$ cat src/rtl/isotp_pkg.sv
package isotp_pkg;

  localparam int unsigned CAN_ID_W = 29;

  localparam logic [11:0] MAX_PAYLOAD = 12'd4092;
  localparam logic [11:0] SINGLE_MAX  = 12'd4;
  localparam logic [11:0] PCI_OVERHEAD = 12'd3;

  // protocol control codes
  localparam logic [7:0] PCI_FIRST  = 8'h10;
  localparam logic [3:0] PCI_CONSEC = 4'h2;

  localparam logic [3:0] FRAME_BYTES = 4'd8;
  localparam logic [3:0] SINGLE_HDR  = 4'd4;
  localparam logic [3:0] FIRST_HDR   = 4'd5;
  localparam logic [3:0] SEQ_FIRST   = 4'd1;

  typedef struct packed {
    logic [7:0][7:0] data;
    logic [3:0]      length;
    logic            done;
  } frame_t;

endpackage

$ cat src/rtl/isotp_req_if.sv
interface isotp_req_if;
  logic        valid;
  logic        ready;
  logic [7:0]  service_id;
  logic [15:0] data_identifier;
  logic [11:0] message_length;
  logic [7:0]  payload_byte;

  modport source (output valid, service_id, data_identifier, message_length, payload_byte,
                  input ready);
  modport sink (input valid, service_id, data_identifier, message_length, payload_byte,
                output ready);
  modport mon (input valid, ready, service_id, data_identifier, message_length, payload_byte);
endinterface

$ cat src/rtl/isotp_frame_if.sv
interface isotp_frame_if;
  logic       valid;
  logic       ready;
  logic [7:0] frame_byte0;
  logic [7:0] frame_byte1;
  logic [7:0] frame_byte2;
  logic [7:0] frame_byte3;
  logic [7:0] frame_byte4;
  logic [7:0] frame_byte5;
  logic [7:0] frame_byte6;
  logic [7:0] frame_byte7;
  logic [3:0] frame_length;
  logic       message_done;

  modport source (output valid, frame_byte0, frame_byte1, frame_byte2, frame_byte3,
                  frame_byte4, frame_byte5, frame_byte6, frame_byte7, frame_length,
                  message_done, input ready);
  modport sink (input valid, frame_byte0, frame_byte1, frame_byte2, frame_byte3,
                frame_byte4, frame_byte5, frame_byte6, frame_byte7, frame_length,
                message_done, output ready);
  modport mon (input valid, ready, frame_byte0, frame_byte1, frame_byte2, frame_byte3,
               frame_byte4, frame_byte5, frame_byte6, frame_byte7, frame_length,
               message_done);
endinterface

$ cat src/rtl/isotp_did_message_segmenter.sv
// Packs a diagnostic request (service id, 16-bit data identifier, payload)
// into classic 8-byte CAN frames with ISO 15765-2 transmit segmentation.
// req channel: one payload byte per request; service_id, data_identifier
// and message_length are sampled only on the first byte of a message.
// frame channel: one frame with its bytes, frame_length and message_done,
// which marks the last frame of the message. Unused bytes read as zero.
// cfg_write / cfg_data load the 29-bit CAN identifier of the stream.
// Throughput: one payload byte per cycle, sustained while the receiver
// keeps up. A byte is taken whenever the output register is
// empty or being drained in the same cycle.
// A frame is registered and appears in the cycle after the request carrying
// the byte that fills it or ends the message.
// Reset clears the message state, sets the sequence number to one and
// empties the output register; no request is lost across frames.
// When the receiver stalls with a frame held, req.ready stays low until the
// frame is taken; the held frame does not change.
module isotp_did_message_segmenter (
  input  logic                               clk,
  input  logic                               rst,
  input  logic                               cfg_write,
  input  logic [isotp_pkg::CAN_ID_W-1:0]     cfg_data,
  isotp_req_if.sink                          req,
  isotp_frame_if.source                      frame
);

  logic [isotp_pkg::CAN_ID_W-1:0] can_identifier;
  logic                           free;
  logic                           accept;
  logic                           emit;
  isotp_pkg::frame_t              frame_d;

  always_ff @(posedge clk) begin
    if (rst) begin
      can_identifier <= '0;
    end else if (cfg_write) begin
      can_identifier <= cfg_data;
    end
  end

  assign req.ready = free;
  assign accept    = req.valid && free;

  isotp_seg_core u_core (
    .clk             (clk),
    .rst             (rst),
    .accept          (accept),
    .service_id      (req.service_id),
    .data_identifier (req.data_identifier),
    .message_length  (req.message_length),
    .payload_byte    (req.payload_byte),
    .emit            (emit),
    .frame_d         (frame_d)
  );

  isotp_out_reg u_out (
    .clk     (clk),
    .rst     (rst),
    .load    (accept && emit),
    .frame_d (frame_d),
    .free    (free),
    .frame   (frame)
  );

endmodule

$ cat src/rtl/isotp_seg_core.sv
module isotp_seg_core (
  input  logic                clk,
  input  logic                rst,
  input  logic                accept,
  input  logic [7:0]          service_id,
  input  logic [15:0]         data_identifier,
  input  logic [11:0]         message_length,
  input  logic [7:0]          payload_byte,
  output logic                emit,
  output isotp_pkg::frame_t   frame_d
);

  logic [11:0]     bytes_taken;
  logic [3:0]      seq_nibble;
  logic [7:0][7:0] buffer;
  logic [3:0]      fill;
  logic [11:0]     held_length;

  logic            start;
  logic [11:0]     len_fix;
  logic [11:0]     total;
  logic [11:0]     cur_len;
  logic [3:0]      seq_cur;
  logic [7:0][7:0] base;
  logic [3:0]      base_fill;
  logic [7:0][7:0] built;
  logic [3:0]      built_fill;
  logic [11:0]     taken;
  logic            done;

  always_comb begin
    start = (bytes_taken == 12'd0);
    priority if (message_length == 12'd0) begin
      len_fix = 12'd1;
    end else if (message_length > isotp_pkg::MAX_PAYLOAD) begin
      len_fix = isotp_pkg::MAX_PAYLOAD;
    end else begin
      len_fix = message_length;
    end
    total = len_fix + isotp_pkg::PCI_OVERHEAD;

    base      = buffer;
    base_fill = fill;
    cur_len   = held_length;
    seq_cur   = seq_nibble;
    if (start) begin
      base    = '0;
      cur_len = len_fix;
      seq_cur = isotp_pkg::SEQ_FIRST;
      if (len_fix <= isotp_pkg::SINGLE_MAX) begin
        base[0]   = total[7:0];
        base[1]   = service_id;
        base[2]   = data_identifier[15:8];
        base[3]   = data_identifier[7:0];
        base_fill = isotp_pkg::SINGLE_HDR;
      end else begin
        base[0]   = isotp_pkg::PCI_FIRST | {4'h0, total[11:8]};
        base[1]   = total[7:0];
        base[2]   = service_id;
        base[3]   = data_identifier[15:8];
        base[4]   = data_identifier[7:0];
        base_fill = isotp_pkg::FIRST_HDR;
      end
    end

    // drop the payload byte into the next free slot
    for (int j = 0; j < 8; j++) begin
      built[j] = (base_fill < isotp_pkg::FRAME_BYTES && base_fill == 4'(j)) ?
                 payload_byte : base[j];
    end
    built_fill = (base_fill < isotp_pkg::FRAME_BYTES) ? base_fill + 4'd1 : base_fill;

    taken = bytes_taken + 12'd1;
    done  = (taken >= cur_len);
    emit  = (built_fill == isotp_pkg::FRAME_BYTES) || done;

    frame_d.data   = built;
    frame_d.length = built_fill;
    frame_d.done   = done;
  end

  always_ff @(posedge clk) begin
    if (rst) begin
      bytes_taken <= 12'd0;
      seq_nibble  <= isotp_pkg::SEQ_FIRST;
      fill        <= 4'd0;
      held_length <= 12'd0;
      buffer      <= '0;
    end else if (accept) begin
      held_length <= cur_len;
      if (emit) begin
        buffer <= '0;
        if (done) begin
          bytes_taken <= 12'd0;
          fill        <= 4'd0;
          seq_nibble  <= isotp_pkg::SEQ_FIRST;
        end else begin
          // open the next consecutive frame
          buffer[0]   <= {isotp_pkg::PCI_CONSEC, seq_cur};
          seq_nibble  <= seq_cur + 4'd1;
          fill        <= 4'd1;
          bytes_taken <= taken;
        end
      end else begin
        buffer      <= built;
        fill        <= built_fill;
        bytes_taken <= taken;
        seq_nibble  <= seq_cur;
      end
    end
  end

endmodule

$ cat src/rtl/isotp_out_reg.sv
module isotp_out_reg (
  input  logic               clk,
  input  logic               rst,
  input  logic               load,
  input  isotp_pkg::frame_t  frame_d,
  output logic               free,
  isotp_frame_if.source      frame
);

  logic              valid;
  isotp_pkg::frame_t held;

  assign free = !valid || frame.ready;

  always_ff @(posedge clk) begin
    if (rst) begin
      valid <= 1'b0;
    end else if (load) begin
      valid <= 1'b1;
    end else if (frame.ready) begin
      valid <= 1'b0;
    end
  end

  always_ff @(posedge clk) begin
    if (load) begin
      held <= frame_d;
    end
  end

  assign frame.valid        = valid;
  assign frame.frame_byte0  = held.data[0];
  assign frame.frame_byte1  = held.data[1];
  assign frame.frame_byte2  = held.data[2];
  assign frame.frame_byte3  = held.data[3];
  assign frame.frame_byte4  = held.data[4];
  assign frame.frame_byte5  = held.data[5];
  assign frame.frame_byte6  = held.data[6];
  assign frame.frame_byte7  = held.data[7];
  assign frame.frame_length = held.length;
  assign frame.message_done = held.done;

endmodule

$ cat src/flat_wrapper.sv
// flat-port wrapper written by rule: the top's interface ports become plain ports
module isotp_did_message_segmenter_flat 
  (clk, rst, cfg_write, cfg_data, req_valid, req_service_id, req_data_identifier, req_message_length, req_payload_byte, req_ready, frame_valid, frame_frame_byte0, frame_frame_byte1, frame_frame_byte2, frame_frame_byte3, frame_frame_byte4, frame_frame_byte5, frame_frame_byte6, frame_frame_byte7, frame_frame_length, frame_message_done, frame_ready);
  isotp_req_if req_i ();
  isotp_frame_if frame_i ();
  input  logic clk;
  input  logic rst;
  input  logic cfg_write;
  input  logic [isotp_pkg::CAN_ID_W-1:0] cfg_data;
  input wire logic [$bits(req_i.valid)-1:0] req_valid;
  input wire logic [$bits(req_i.service_id)-1:0] req_service_id;
  input wire logic [$bits(req_i.data_identifier)-1:0] req_data_identifier;
  input wire logic [$bits(req_i.message_length)-1:0] req_message_length;
  input wire logic [$bits(req_i.payload_byte)-1:0] req_payload_byte;
  output wire logic [$bits(req_i.ready)-1:0] req_ready;
  output wire logic [$bits(frame_i.valid)-1:0] frame_valid;
  output wire logic [$bits(frame_i.frame_byte0)-1:0] frame_frame_byte0;
  output wire logic [$bits(frame_i.frame_byte1)-1:0] frame_frame_byte1;
  output wire logic [$bits(frame_i.frame_byte2)-1:0] frame_frame_byte2;
  output wire logic [$bits(frame_i.frame_byte3)-1:0] frame_frame_byte3;
  output wire logic [$bits(frame_i.frame_byte4)-1:0] frame_frame_byte4;
  output wire logic [$bits(frame_i.frame_byte5)-1:0] frame_frame_byte5;
  output wire logic [$bits(frame_i.frame_byte6)-1:0] frame_frame_byte6;
  output wire logic [$bits(frame_i.frame_byte7)-1:0] frame_frame_byte7;
  output wire logic [$bits(frame_i.frame_length)-1:0] frame_frame_length;
  output wire logic [$bits(frame_i.message_done)-1:0] frame_message_done;
  input wire logic [$bits(frame_i.ready)-1:0] frame_ready;
  assign req_i.valid = req_valid;
  assign req_i.service_id = req_service_id;
  assign req_i.data_identifier = req_data_identifier;
  assign req_i.message_length = req_message_length;
  assign req_i.payload_byte = req_payload_byte;
  assign req_ready = req_i.ready;
  assign frame_valid = frame_i.valid;
  assign frame_frame_byte0 = frame_i.frame_byte0;
  assign frame_frame_byte1 = frame_i.frame_byte1;
  assign frame_frame_byte2 = frame_i.frame_byte2;
  assign frame_frame_byte3 = frame_i.frame_byte3;
  assign frame_frame_byte4 = frame_i.frame_byte4;
  assign frame_frame_byte5 = frame_i.frame_byte5;
  assign frame_frame_byte6 = frame_i.frame_byte6;
  assign frame_frame_byte7 = frame_i.frame_byte7;
  assign frame_frame_length = frame_i.frame_length;
  assign frame_message_done = frame_i.message_done;
  assign frame_i.ready = frame_ready;
  isotp_did_message_segmenter u_core (.clk(clk), .rst(rst), .cfg_write(cfg_write), .cfg_data(cfg_data), .req(req_i), .frame(frame_i));
endmodule
$ cat config.mk
export PLATFORM = sky130hd
export DESIGN_NAME = isotp_did_message_segmenter_flat
export DESIGN_NICKNAME = d
export VERILOG_FILES = /design/src/rtl/isotp_pkg.sv /design/src/rtl/isotp_req_if.sv /design/src/rtl/isotp_frame_if.sv /design/src/rtl/isotp_did_message_segmenter.sv /design/src/rtl/isotp_seg_core.sv /design/src/rtl/isotp_out_reg.sv /design/src/flat_wrapper.sv
export SDC_FILE = /design/constraint.sdc
export NUM_CORES = 1
export LEC_CHECK = 0
export ABC_AREA = 1
export BUFFER_PORTS_ARGS = -buffer_cell sky130_fd_sc_hd__buf_4
export CAP_MARGIN = 20
export CORE_UTILIZATION = 43
export DETAILED_ROUTE_END_ITERATION = 16
export MAX_ROUTING_LAYER = met4
export PLACE_DENSITY = 0.65
export SYNTH_ARGS = -nofsm -noshare
export SYNTH_HDL_FRONTEND = slang
export SYNTH_HIERARCHICAL = 1
export SYNTH_SLANG_ARGS = --single-unit
$ cat constraint.sdc
create_clock -name clk -period 5.47 [get_ports clk]
set_input_delay 1.094 -clock clk [delete_from_list [all_inputs] [get_ports clk]]
set_output_delay 1.094 -clock clk [all_outputs]
set_load 0.02 [all_outputs]
# ---- Yosys cells after proc, flatten, opt, wreduce, memory -nomap -nowiden
# Cells that the tools add are included.
dict set report classes {
  n_shift 0
  reduce_logical 17
  div 0
  eq_ne 8
  n_mul 0
  mux 28
  n_addsub 4
  bitwise 0
  magnitude_cmp 4
}
# cell n
set ops {}
lappend ops {{$mux W64} 2}
lappend ops {{$mux W8} 9}
lappend ops {{$mux W12} 5}
lappend ops {{$mux W32} 1}
lappend ops {{$logic_not A12 Y1} 2}
lappend ops {{$mux W4} 6}
lappend ops {{$eq A4 B3 Y1 const B} 4}
lappend ops {{$add A12 B1 Y12 const B} 1}
lappend ops {{$add A12 B2 Y12 const B} 1}
lappend ops {{$ge A12 B12 Y1} 1}
lappend ops {{$gt A12 B12 Y1 const B} 1}
lappend ops {{$le A12 B3 Y1 const B} 1}
lappend ops {{$logic_and A1 B1 Y1} 10}
lappend ops {{$add A4 B1 Y4 const B} 2}
lappend ops {{$eq A4 B2 Y1 const B} 2}
lappend ops {{$mux W6} 1}
lappend ops {{$eq A4 B1 Y1 const B} 1}
lappend ops {{$eq A4 B4 Y1 const B} 1}
lappend ops {{$logic_not A4 Y1} 1}
lappend ops {{$lt A4 B4 Y1 const B} 1}
lappend ops {{$mux W1} 4}
lappend ops {{$logic_or A1 B1 Y1} 2}
lappend ops {{$reduce_bool A2 Y1} 1}
lappend ops {{$logic_not A1 Y1} 1}
dict set report word_totals {
  n_memories 0
  mem_bits_ro 0
  mem_bits_rw 0
  word_cells 84
  output_inout_bits 71
  in_bits 78
  latchBits 0
  regBits 166
}

# ---- Depth between registers and ports, before layout
dict set report depth {
  depth_word 12
  mapped_depth 23
  ltp_nobuf 22
}

# ---- By module
# Netlist, hierarchy kept.
# mod area_per_inst_um2 seq_area_each_um2 n_inst cells_per_inst
set modules_own_cells {}
lappend modules_own_cells {isotp_seg_core 6115.9 1921.8 1 950}
lappend modules_own_cells {isotp_out_reg 2114.5 2092.0 1 74}
lappend modules_own_cells {isotp_did_message_segmenter 17.5 0.0 1 4}

# ---- Worst setup path before layout
# OpenSTA, ideal clock, no wires.
dict set report synth_timing {
  path_kind {input to register}
  from {in req_message_length[6]}
  to {reg u_core.u_out.held (netlist bit u_core/u_out/frame.frame_byte0[0]), enable pin}
  setup_ns 0.442
  path_stages 20
  setup_slack_ns 0.057
  n_path_buf 1
  t_arrival_ns 4.971
  t_required_ns 5.028
  cell_sequence {clkbuf_1 > nand2_1 > nor2_1 > nand3_1 > nand2_1 > nand2_1 > inv_1 > ha_1 > inv_1 > a21oi_1 > nand2_1 > nor2_2 > nand2_1 > nand3_1 > nand2_1 > nand2_1 > nand2_2 > o21ai_1 > inv_1 > nor2_2}
}
dict set report synth_via {
  elab_chain_len 11
  elab_cells_between_ends 15
  classes_between {1 x add/sub; 4 x order compare; 1 x eq/ne; 6 x mux; 3 x reduce/logical}
}
# item line_no
set synth_lines {}
lappend synth_lines {{start: declaration} flat_wrapper.sv:13} ;# input wire logic [$bits(req_i.message_length)-1:0] req_message_length;
lappend synth_lines {{$gt A12 B12 Y1} isotp_seg_core.sv:35} ;# end else if (message_length > isotp_pkg::MAX_PAYLOAD) begin
lappend synth_lines {{$mux W12} isotp_seg_core.sv:35}
lappend synth_lines {{$mux W12 (*)} isotp_seg_core.sv:33} ;# priority if (message_length == 12'd0) begin
lappend synth_lines {{$le A12 B3 Y1} isotp_seg_core.sv:50} ;# if (len_fix <= isotp_pkg::SINGLE_MAX) begin
lappend synth_lines {{$mux W1} isotp_seg_core.sv:50}
lappend synth_lines {{$mux W4} isotp_seg_core.sv:46} ;# if (start) begin
lappend synth_lines {{$add A4 B1 Y4 or $lt A4 B4 Y1 (tied branches)} isotp_seg_core.sv:71} ;# built_fill = (base_fill < isotp_pkg::FRAME_BYTES) ? base_fill + 4'd1 : base_fill;
lappend synth_lines {{$mux W4} isotp_seg_core.sv:71}
lappend synth_lines {{$eq A4 B4 Y1} isotp_seg_core.sv:75} ;# emit = (built_fill == isotp_pkg::FRAME_BYTES) || done;
lappend synth_lines {{$logic_or A1 B1 Y1 (*)} isotp_seg_core.sv:75}
lappend synth_lines {{net u_core.emit} isotp_did_message_segmenter.sv:29} ;# logic emit;
lappend synth_lines {{$logic_and A1 B1 Y1 (*)} isotp_did_message_segmenter.sv:58} ;# .load (accept && emit),
lappend synth_lines {{end signal: assignment} isotp_out_reg.sv:27} ;# held <= frame_d;
lappend synth_lines {{end: declaration} isotp_out_reg.sv:11} ;# isotp_pkg::frame_t held;
# Mark *: on every way through the listed nets, which the timed path passes. The rest lies on a longest branch.
# A chain may end at the register's enable or synchronous reset.

==> key figures <==
Route
  – Via count: between 7000 and 8000
  – DRT Wirelength: roughly 22000 um
  – Final ANT Viol Nets: 0
  – Number of DRC markers in iteration 0: between 600 and 700
  – WL/cell: 16.1 um
  – Drt drc: 0
  – Router iterations before antenna repair: 5
  – Post-DR vias/cell: ~5.3

Clocking
  – Root buf cell: clkbuf_16
  – CTS tree: yes
  – Clk Latency, worst-skew pair: between 0.4 and 0.5 ns
  – Post-CTS Hold Fix Bufs: 0
  – Setup bufs post-CTS: 0
  – CTS resizes: 0
  – H-tree depth: 4
  – Clk sinks: 166
  – Reg clk slew, reported paths: ~0.07 ns
  – CTS Buf Count: 17
  – Max clock buf depth: 2

Setup path
  – Crit path max-delay cell type: nor2_2
  – Worst Path Buf+Inv: 4
  – Worst path arrival time: ~4.6 ns
  – Worst path cell trace: inv_1, ha_1, nand3_1, nor2_2, o21ai_0, ha_1, a21oi_1, o21ai_0, a21oi_1, nand3_1, nor2_1, buf_4, inv_1, nor2_8, buf_4, nand2_1, a21oi_1
  – CP top delay family: simple AND/OR/NAND/NOR gates
  – Worst Setup Path Type: reg2reg
  – Critical Path RT: about 5.8 ns
  – Crit-path max cell delay: just under 0.6 ns
  – Crit path launch type: register
  – Critical Path Sink Type: register
  – Most frequent CP cell: a21oi_1
  – CP max FO: 25

Layout
  – Antenna cells: 0
  – Layout cell share with drive strength beyond 1: 0.173
  – Number of fill cells: 1799
  – Multi-input gate area: 3600 um^2
  – Seq. cell area: 4010 um^2
  – Core Util, Final: 0.523
  – Cell area after layout: 9820 um^2
  – Layout Nets: 1214
  – Most frequent cells in the layout: nand2_1 (278), buf_4 (127), dfxtp_1 (97), a21oi_1 (93), inv_1 (90)
  – Final Non-Filler Cells: 1367
  – Area grow syn2layout: 19.0%
  – Commonest non-fill, non-tap cell in the layout: nand2_1

Floorplan
  – Initial Util: 0.439
  – IO Count: about 150
  – Row count: 50
  – Core Area: 18800 um^2
  – Die ar.: a little under 20000 um^2
  – Die H: roughly 140 um
  – Die width: between 100 and 150 um

Timing
  – Endpoints failing hold: 0
  – Max Clock Freq: between 0.2 and 0.25 GHz
  – Final setup margin: between 1 and 1.5 ns
  – Slew @ Worst Pin: roughly 0.99 ns
  – Fin crit share: 0.771
  – Hold slack: around 0.47 ns
  – Slew Viols, Final: 0
  – Final setup skew: about 0.009 ns
  – Fin crit period: between 4 and 5 ns
  – Setup repair after global routing missed its margin: no
  – Relative slew slack: 0.342
  – Endpoints failing setup: 0
  – Setup TNS: 0 ns

Yosys
  – Top cells by area, synth: edfxtp_1 (25%), dfxtp_1 (24%), nand2_1 (13%)
  – Post-Syn Area: around 8200 um^2
  – Avg Cell Area, Syn: approximately 8 um^2
  – Synth warn: 6
  – Syn_nets: approximately 1100
  – Top cell type's share of synthesized area: 0.251
  – Synth area leader: edfxtp_1
  – Post-synthesis instance total: around 1000
  – Synth cell types: 38
  – Sequential share of the synthesized area: 0.487
  – Number of synthesized register bits: around 170

GRT
  – Grt ovf: 0
  – Vias in the first global route: 6458
  – Antenna violations before repair: 0
  – First-pass GRT wire length: roughly 34000 um
  – GR Util All Layers: 0.232
  – Largest net degree at the start of global routing: between 80 and 90

Power
  – Leak: roughly 4.1 nW
  – Total power draw: 2.98 mW
  – Peak VDD IR: about 0.23 mV
  – Power Density: ~300 nW/um^2

Run status
  – Outcome: finished clean

Placed design
  – Dpl cells: 1335
  – Number of I/O port buffers: 118
  – Dpl cell area: 9240 um^2
  – Post-DP HPWL: 14700 um
  – Dpl ws: 0.929 ns
  – GPL Wtd Cong: 0.868

Run
  – Maxcap violations: 0

Hold path
  – Hold/Removal Path Class: reg2reg
[layout make-up]
class | count | share of cell area
clock inverters | 15 | 0.0153
clock buffers | 17 | 0.0433
well taps | 234 | 0.0298
repair buffers | 128 | 0.0992
inverters | 95 | 0.0363
multi-input cells | 712 | 0.367
flip-flops and latches | 166 | 0.409
[worst reg2reg max path, delay by kind of cell, from the launching register on]
| family | cells | cell delay, ns |
|---|---|---|
| simple gates | 6 | 1.57 |
| buf+inv | 4 | 0.84 |
| compound gates | 5 | 0.81 |
| fa+ha+maj | 2 | 0.58 |
| flops | 1 | 0.33 |
[report_power, final]
| group | switching (mW) | internal, mW |
|---|---|---|
| registers | 0.0222 | 1.34 |
| logic | 0.297 | 0.143 |
| clock network | 0.560 | 0.610 |
| total | 0.879 | 2.10 |
[layer usage]
metal	wire length (um)	share of wire	vias up	track usage
li1	-	-	3641	-
met1	9890	0.45	3352	0.299
met2	10600	0.48	220	0.376
met3	1160	0.053	23	0.0373
met4	350	0.016	0	0.0704
met5	0	0	-	-
[flip-flops by register name, indices dropped and copies added (netlist names)]
register                         cells
u_core/u_out/frame.frame_byte5       8
u_core/u_core/bytes_taken           12
u_core/u_out/frame.frame_byte1       8
u_core/u_core/seq_nibble             4
u_core/u_core/held_length           12
u_core/u_out/frame.frame_byte2       8
u_core/u_core/fill                   4
u_core/u_core/buffer                64
u_core/u_out/frame.frame_byte3       8
u_core/u_out/frame.frame_byte4       8
u_core/u_out/frame.frame_byte7       8
u_core/u_out/frame.frame_byte6       8
u_core/u_out/frame.valid             1
u_core/u_out/frame.frame_byte0       8
u_core/u_out/frame.frame_length      4
u_core/u_out/frame.message_done      1
[synth_stat cells (all sizes together)]
master / n
clkbuf: 33
nand3: 75
or2: 1
o211ai: 15
ha: 16
o22ai: 18
o31ai: 6
dfxtp: 97
mux2i: 2
edfxtp: 69
nand4: 12
nor2: 71
inv: 95
nand3b: 1
buf: 22
xnor2: 3
a21boi: 1
o21ai: 79
o221ai: 11
nor3: 5
nor4: 1
a21oi: 94
nand2: 287
a22oi: 3
xor2: 11
[cells by family (layout without fill, tap and decap cells)]
kind of cell             after synthesis  after routing  share of synthesized area
buffers and inverters                150            255                     0.0772
flip-flops                           166            166                      0.487
AO/OA/AOI/OAI                        227            227                      0.154
multiplexers                           2              2                    0.00243
adder cells (fa/ha/maj)               16             16                     0.0243
AND/OR/NAND/NOR                      453            453                      0.240
XOR/XNOR                              14             14                     0.0149
[worst paths after layout]
kind,start,slack [ns],to,cells past startpoint
worst max-delay path,u_core/u_core/bytes_taken[0]$_SDFFE_PP0P_,1.25,u_core/u_core/buffer[16]$_SDFFE_PP0P_,17
worst min-delay path,u_core/u_core/buffer[42]$_SDFFE_PP0P_,0.47,u_core/u_core/buffer[42]$_SDFFE_PP0P_,2
worst max register to register,u_core/u_core/bytes_taken[0]$_SDFFE_PP0P_,1.25,u_core/u_core/buffer[16]$_SDFFE_PP0P_,17
worst min register to register,u_core/u_core/buffer[42]$_SDFFE_PP0P_,0.47,u_core/u_core/buffer[42]$_SDFFE_PP0P_,2
(Power assumes the default switching activity.)
